==> src/rtl/fresnel_integral_power_series_unit_assert.svh <==
// Assertion macros for the Fresnel power series unit.
// Used by modules that clock on i_clk and reset on i_rst_n.
`ifndef FRESNEL_INTEGRAL_POWER_SERIES_UNIT_ASSERT_SVH
`define FRESNEL_INTEGRAL_POWER_SERIES_UNIT_ASSERT_SVH

// Same-cycle implication.
`define FIPS_ASSERT_IMP(label, ante, cons, msg) \
    label: assert property (@(posedge i_clk) disable iff (!i_rst_n) (ante) |-> (cons)) \
        else $error(msg);

// Next-cycle implication.
`define FIPS_ASSERT_NXT(label, ante, cons, msg) \
    label: assert property (@(posedge i_clk) disable iff (!i_rst_n) (ante) |=> (cons)) \
        else $error(msg);

`endif

==> src/rtl/fips_pkg.sv <==
// Shared types and constants of the Fresnel power series unit.
// No dependencies.
package fips_pkg;

    localparam int TERM_LIMIT_DEF = 16;

    localparam logic [31:0] INV_TWO_PI_Q32 = 32'd683565276;
    localparam logic [30:0] OUT_MAX        = 31'h7FFF_FFFF;
    localparam logic [63:0] ONE_Q56        = 64'h0100_0000_0000_0000;
    localparam logic [63:0] INT64_MAX      = 64'h7FFF_FFFF_FFFF_FFFF;
    localparam logic [63:0] INT64_MIN      = 64'h8000_0000_0000_0000;

    localparam int          CFG_IDX_W     = 2;
    localparam logic [1:0]  CFG_MAX_TERMS = 2'd0;
    localparam logic [1:0]  CFG_TOLERANCE = 2'd1;
    localparam logic [4:0]  MAX_TERMS_RST = 5'd16;
    localparam logic [31:0] TOL_RST       = 32'd4295;

    typedef enum logic [3:0] {
        S_IDLE, S_CHK, S_U_MUL, S_K_MUL, S_SQRT, S_G_MUL, S_SER_INIT, S_TERM,
        S_T_DIV, S_TG_MUL, S_PU_MUL, S_P_DIV, S_ACC_CHK, S_ACC_MUL, S_NEXT, S_FINISH
    } t_state;

    typedef enum logic [2:0] {
        MSEL_XX, MSEL_XK, MSEL_XR, MSEL_PU, MSEL_TG, MSEL_AG
    } t_msel;

    typedef enum logic {
        DSEL_T, DSEL_P
    } t_dsel;

    typedef struct packed {
        logic  load_x;
        logic  zero_res;
        logic  mul_start;
        t_msel msel;
        logic  sqrt_start;
        logic  div_start;
        t_dsel dsel;
        logic  ser_init;
        logic  cap_conv;
        logic  n_inc;
        logic  store_val;
        logic  store_zero;
        logic  next_series;
        logic  out_load;
    } t_cmd;

    typedef struct packed {
        logic mul_done;
        logic div_done;
        logic sqrt_done;
        logic x_zero;
        logic no_terms;
        logic stop;
        logic last;
        logic acc_neg;
        logic series_cos;
        logic out_full;
    } t_stat;

endpackage

==> src/rtl/fips_ctrl.sv <==
// Sequencer of the Fresnel power series unit.
// Depends on fips_pkg; drives the datapath by t_cmd, reads t_stat.
module fips_ctrl
    import fips_pkg::*;
(
    input  logic  i_clk,
    input  logic  i_rst_n,
    input  logic  i_valid,
    output logic  o_ready,
    input  logic  i_out_ready,
    input  t_stat i_stat,
    output t_cmd  o_cmd
);

    t_state r_state;
    t_state n_state;

    always_ff @(posedge i_clk) begin
        if (!i_rst_n) begin
            r_state <= S_IDLE;
        end else begin
            r_state <= n_state;
        end
    end

    always_comb begin
        n_state = r_state;
        o_cmd   = '0;
        o_cmd.msel = MSEL_XX;
        o_cmd.dsel = DSEL_T;
        o_ready = 1'b0;
        unique case (r_state)
            S_IDLE: begin
                o_ready = 1'b1;
                if (i_valid) begin
                    o_cmd.load_x = 1'b1;
                    n_state = S_CHK;
                end
            end
            S_CHK: begin
                if (i_stat.x_zero) begin
                    o_cmd.zero_res = 1'b1;
                    n_state = S_FINISH;
                end else begin
                    o_cmd.mul_start = 1'b1;
                    o_cmd.msel = MSEL_XX;
                    n_state = S_U_MUL;
                end
            end
            S_U_MUL: begin
                if (i_stat.mul_done) begin
                    o_cmd.mul_start = 1'b1;
                    o_cmd.msel = MSEL_XK;
                    n_state = S_K_MUL;
                end
            end
            S_K_MUL: begin
                if (i_stat.mul_done) begin
                    o_cmd.sqrt_start = 1'b1;
                    n_state = S_SQRT;
                end
            end
            S_SQRT: begin
                if (i_stat.sqrt_done) begin
                    o_cmd.mul_start = 1'b1;
                    o_cmd.msel = MSEL_XR;
                    n_state = S_G_MUL;
                end
            end
            S_G_MUL: begin
                if (i_stat.mul_done) begin
                    n_state = S_SER_INIT;
                end
            end
            S_SER_INIT: begin
                o_cmd.ser_init = 1'b1;
                n_state = i_stat.no_terms ? S_ACC_CHK : S_TERM;
            end
            S_TERM: begin
                o_cmd.div_start = 1'b1;
                o_cmd.dsel = DSEL_T;
                n_state = S_T_DIV;
            end
            S_T_DIV: begin
                if (i_stat.div_done) begin
                    o_cmd.mul_start = 1'b1;
                    o_cmd.msel = MSEL_TG;
                    n_state = S_TG_MUL;
                end
            end
            S_TG_MUL: begin
                if (i_stat.mul_done) begin
                    o_cmd.cap_conv = 1'b1;
                    if (i_stat.stop || i_stat.last) begin
                        n_state = S_ACC_CHK;
                    end else begin
                        o_cmd.mul_start = 1'b1;
                        o_cmd.msel = MSEL_PU;
                        n_state = S_PU_MUL;
                    end
                end
            end
            S_PU_MUL: begin
                if (i_stat.mul_done) begin
                    o_cmd.div_start = 1'b1;
                    o_cmd.dsel = DSEL_P;
                    n_state = S_P_DIV;
                end
            end
            S_P_DIV: begin
                if (i_stat.div_done) begin
                    o_cmd.n_inc = 1'b1;
                    n_state = S_TERM;
                end
            end
            S_ACC_CHK: begin
                // a negative sum reads as zero
                if (i_stat.acc_neg) begin
                    o_cmd.store_zero = 1'b1;
                    n_state = S_NEXT;
                end else begin
                    o_cmd.mul_start = 1'b1;
                    o_cmd.msel = MSEL_AG;
                    n_state = S_ACC_MUL;
                end
            end
            S_ACC_MUL: begin
                if (i_stat.mul_done) begin
                    o_cmd.store_val = 1'b1;
                    n_state = S_NEXT;
                end
            end
            S_NEXT: begin
                if (i_stat.series_cos) begin
                    n_state = S_FINISH;
                end else begin
                    o_cmd.next_series = 1'b1;
                    n_state = S_SER_INIT;
                end
            end
            S_FINISH: begin
                // hold until the output register is free
                if (!i_stat.out_full || i_out_ready) begin
                    o_cmd.out_load = 1'b1;
                    n_state = S_IDLE;
                end
            end
            default: begin
                n_state = S_IDLE;
            end
        endcase
    end

endmodule

==> config.mk <==
export PLATFORM = sky130hd
export DESIGN_NAME = fips_ctrl
export DESIGN_NICKNAME = d
export VERILOG_FILES = /design/src/rtl/fresnel_integral_power_series_unit_assert.svh /design/src/rtl/fips_pkg.sv /design/src/rtl/fips_ctrl.sv
export SDC_FILE = /design/constraint.sdc
export NUM_CORES = 1
export LEC_CHECK = 0
export ABC_AREA = 1
export BUFFER_PORTS_ARGS = -buffer_cell sky130_fd_sc_hd__buf_2
export CORE_MARGIN = 3
export CORE_UTILIZATION = 40
export DETAILED_ROUTE_END_ITERATION = 12
export HOLD_SLACK_MARGIN = 0.06
export PLACE_DENSITY_LB_ADDON = 0.25
export RECOVER_POWER = 25
export SETUP_SLACK_MARGIN = 0.2
export SLEW_MARGIN = 20
export SYNTH_ARGS = -nofsm -noshare
export SYNTH_HDL_FRONTEND = slang
export SYNTH_SLANG_ARGS = --single-unit
==> constraint.sdc <==
create_clock -name i_clk -period 1.3 [get_ports i_clk]
set_input_delay 0.195 -clock i_clk [delete_from_list [all_inputs] [get_ports i_clk]]
set_output_delay 0.195 -clock i_clk [all_outputs]
set_load 0.02 [all_outputs]
==> out/metrics.yaml, run 1 <==
status: "stopped before the end"
placedCellCount: 188
clock_sinks: 4
holdBufCountCts: 0
rows: 13
fp.dieH_um: 46.0
die_w_um: 46.0
synth_xor_area_share_pct: 0
yosysWarnings: 0
synth_fp_nets: 144
synth_top_family_by_area: "simple AND/OR/NAND/NOR gates"
cts_root_buf: "clkbuf_4"
htreeDepth: 1
synth-simple-area-share_pct: 66.7
yosysSeqAreaShare_pct: 12.5
io_buffers: 30
cts_max_path_buffers: 2
hpwl_mm: 1.77
yosys-mux-area-fraction_pct: 0
stop_stage: "global routing (5_1_grt)"
ios: 31
cts_buffers: 3
worst-ep-kind: "primary output"
grt_max_degree: 7
syn-instance-count: 130
yosys_register_bits: 4
syn_area_um2: 639
firstError: "[ERROR DPL-0038] Utilization greater than 100%, impossible to legalize"
crit_endpoint: "o_cmd[13]"
gp_congestion: 0.954
syn_avg_cell_area_um2: 4.92
synth_compound_area_share_pct: 5.48
initial_core_util_pct: 45.7
synth_fa_ha_area_share_pct: 0
ys_types: 19
==> cells in the mapped netlist <==
cell type / instances / share of area, %
o21ai_0: 3 / 2.3
nand3b_1: 1 / 1.2
nand3_2: 1 / 1.6
nor2_1: 25 / 15
nand4_1: 1 / 0.98
o21bai_1: 2 / 2.3
nand2_1: 44 / 26
nor3_1: 3 / 2.3
buf_6: 1 / 1.8
inv_2: 2 / 1.2
nand2_2: 2 / 2.0
nor4_1: 1 / 0.98
nor2_2: 2 / 2.0
a21oi_1: 1 / 0.78
inv_1: 19 / 11
buf_4: 1 / 1.2
nand3_1: 15 / 12
nor2_4: 2 / 3.5
dfxtp_1: 4 / 13
==> repair_timing <==
action / in CTS
endpoints found under the hold margin: 0
setup endpoints to repair: 21
pin swaps: 14
resized for setup: 59
buffers inserted: 11
==> stage by stage <==
step | instance area, um^2 | hold WS, ns | worst slack [ns]
2_1_floorplan | 726 | 0.306 | 0.0645
3_3_place_gp | 985 | 0.452 | -0.0945
3_5_place_dp | 985 | 0.451 | -0.116
4_1_cts | 1280 | 0.209 | -0.272
==> logic make-up after synthesis <==
group,after synthesis
simple gates,97
buf+inv,23
compound gates,6
flops,4
==> inputs of run 2 (changes only) <==
--- a/config.mk
+++ b/config.mk
@@ -7,13 +7,11 @@
 export LEC_CHECK = 0
 export ABC_AREA = 1
 export BUFFER_PORTS_ARGS = -buffer_cell sky130_fd_sc_hd__buf_2
-export CORE_MARGIN = 3
-export CORE_UTILIZATION = 40
+export CORE_AREA = 3 3 64 66
 export DETAILED_ROUTE_END_ITERATION = 12
-export HOLD_SLACK_MARGIN = 0.06
-export PLACE_DENSITY_LB_ADDON = 0.25
+export DIE_AREA = 0 0 67 69
+export PLACE_DENSITY_LB_ADDON = 0.15
 export RECOVER_POWER = 25
-export SETUP_SLACK_MARGIN = 0.2
 export SLEW_MARGIN = 20
 export SYNTH_ARGS = -nofsm -noshare
 export SYNTH_HDL_FRONTEND = slang
==> constraint.sdc (replaced) <==
create_clock -name i_clk -period 1.69 [get_ports i_clk]
set_input_delay 0.2535 -clock i_clk [delete_from_list [all_inputs] [get_ports i_clk]]
set_output_delay 0.2535 -clock i_clk [all_outputs]
set_load 0.02 [all_outputs]
==> run 2 against run 1 <==
The run now ends clean. Area after synthesis did not move. Synthesized cell count did not move.
==> out/metrics.yaml, run 2 <==
layout_commonest_cell: "nand2_1"
power_frac_comb_pct: 70.0
netlist.area_leader.share_pct: 25.8  # unchanged
status: "finished clean"
wire_per_inst_um: 10.4
reg_top3: "r_state: 4 flops"
met1_usage_pct: 13.1
cts_root_buf: "clkbuf_8"
drtPass1Iterations: 4
netSwitchingPower_uw: 745
ios: 31  # unchanged
synth_edf_count: 0  # unchanged
drc_errors: 0
drive_above_1_share_pct: 33.9
holdWs_ns: 0.284
cts_buffers: 3  # unchanged
top_usage_layer: "met2"
stdcell_count: 222
antennaDiodeCount: 0
clk_pin_slew_worst_paths_ns: 0.03
rows: 22  # +9
placedCellCount: 212  # +13%
grt_pass1_wl_mm: 3.82
layout_common_cells: "44 x nand2_1, 26 x buf_2, 24 x nor2_1"
coreArea_um2: 3630
syn_area_um2: 639  # unchanged
synth_top_area_cell: "nand2_1"
post-route-min-period_ns: 1.63
drt.antenna.violating_nets: 0
grt_overflow: 0
finalWorstSetupSlack_ns: 0.0627
use_met2_pct: 18.0
fin_area_um2: 1010
ys_types: 19  # unchanged
fin_skew_ns: 0.00358
hold_viol_final: 0
syn_avg_cell_area_um2: 4.92  # unchanged
path_max_fanout: 6
synth_fp_nets: 144  # unchanged
clock_sinks: 4  # unchanged
yosys_register_bits: 4  # unchanged
initial_core_util_pct: 17.6  # -28 points
cts_tree: "yes"
antenna_found_initial: 0
top_register: "r_state"
final_nets: 190
cp-start-kind: "flop"
rr_worst_depth: 12
die_w_um: 67  # +46%
crit_path_end_kind: "output port"
ir_drop_mv: 0.275
htreeDepth: 1  # unchanged
fp.dieH_um: 69  # +50%
max_freq_mhz: 615
synth_async_sr_flop_share_pct: 0  # unchanged
post-route-util_pct: 27.7
p_per_area_nw_per_um2: 1470
synthTopCellsByCount: "44 x nand2_1, 25 x nor2_1, 19 x inv_1"
yosysWarnings: 0  # unchanged
hp-class: "primary input to flop"
track_usage_pct: 10.4
syn-instance-count: 130  # unchanged
die_area_um2: 4620
routed_via_density: 4.00
slew_headroom_pct: 78.5
power_frac_seq_pct: 16.3
hpwl_mm: 1.90  # +7.7%
slew_violations: 0
area_growth_pct: 57.5
cts_max_path_buffers: 2  # unchanged
leakage_nw: 0.618
post-route-period-util_pct: 96.3
crit_required_ns: 1.44
grt_pass1_vias: 863
intPower_uw: 737
grt_use_met3_pct: 0
gp_congestion: 0.799  # -16%
vias: 887
yosysSeqAreaShare_pct: 12.5  # unchanged
post-place-ws_ns: 0.000295  # +0.116 ns
clock_latency_ns: 0.22
critPathKind: "flop to output port"
switching_share_pct: 50.3
worstPathArrival_ns: 1.37
cap_violations: 0
totalWireLength_mm: 2.31
drt_first_iter_violations: 17
grt_max_degree: 10
p_total_mw: 1.48
setup_viol: 0
synth.area.top_cells: "nand2_1 26%, nor2_1 15%, dfxtp_1 13%"
rsz0062_at_grt: "yes"
whs_path_depth: 3
io_buffers: 30  # unchanged
placed_area_um2: 876  # -11%
finalSetupTns_ns: 0
clkPwrFrac_pct: 13.7
worst_pin_slew_ns: 0.319
synth_ff_type: "dfxtp_1"
largest_reg_flops: 4
synth_most_common_cell: "nand2_1"
holdBufCountCts: 0  # unchanged
==> run 2: cell counts after synthesis <==
Identical to the previous run, type by type.
==> run 2: timing repair <==
action,CTS,global route
hold endpoints to repair,0,0
setup endpoints to repair,7,6
pin swaps,3,3
gates resized for setup,10,6
setup buffers,4,3
cloned,0,0
==> run 2: final timing paths <==
kind                                  from    endpoint  slack [ns]
worst max-delay path            r_state[0]   o_cmd[13]        0.06
worst max register to register  r_state[0]  r_state[3]        0.22
worst min-delay path               i_rst_n  r_state[1]        0.28
worst min register to register  r_state[3]  r_state[3]        0.54
==> run 2: power groups by stage <==
stage | Sequential, mW | Clock, mW | Combinational (mW)
floorplan | 0.164 | 0 | 0.688
global placement | 0.216 | 0 | 0.915
detailed placement | 0.219 | 0 | 0.907
CTS | 0.233 | 0.209 | 0.985
global route | 0.251 | 0.212 | 1.18
finish | 0.241 | 0.203 | 1.04
==> run 2: worst max-delay path, stage by stage (launching register included) <==
cell and delay (ns):
dfxtp_4 0.39, inv_2 0.07, nor2_4 0.14, buf_6 0.12, nand2_1 0.05, o21ai_1 0.11, inv_1 0.04, nand4_1 0.08
buf_4 0.14
==> run 2: metal layers <==
metal	part of all wire, %	vias to the layer above
li1	-	486
met1	45	384
met2	51	15
met3	3.1	2
met4	0.78	0
met5	0	-
==> run 2: cells by family (layout without fill, tap and decap cells) <==
logic type             Yosys count  count (layout)  share of synthesized area [%]
DFF                              4               4                           12.5
AOI/OAI and AO/OA                6               6                           5.48
buffers and inverters           23              67                           15.3
and+or+nand+nor                 97              97                           66.7
==> run 2: area by class of cell <==
class	count	area, um^2
clock buffer	3	41.3
inverter	21	78.8
fill	453	2630
multi-input combinational	103	480
timing repair buffer	43	254
tap	48	60.1
sequential	4	92.6
Note: power is estimated with default switching activity, not from simulation.
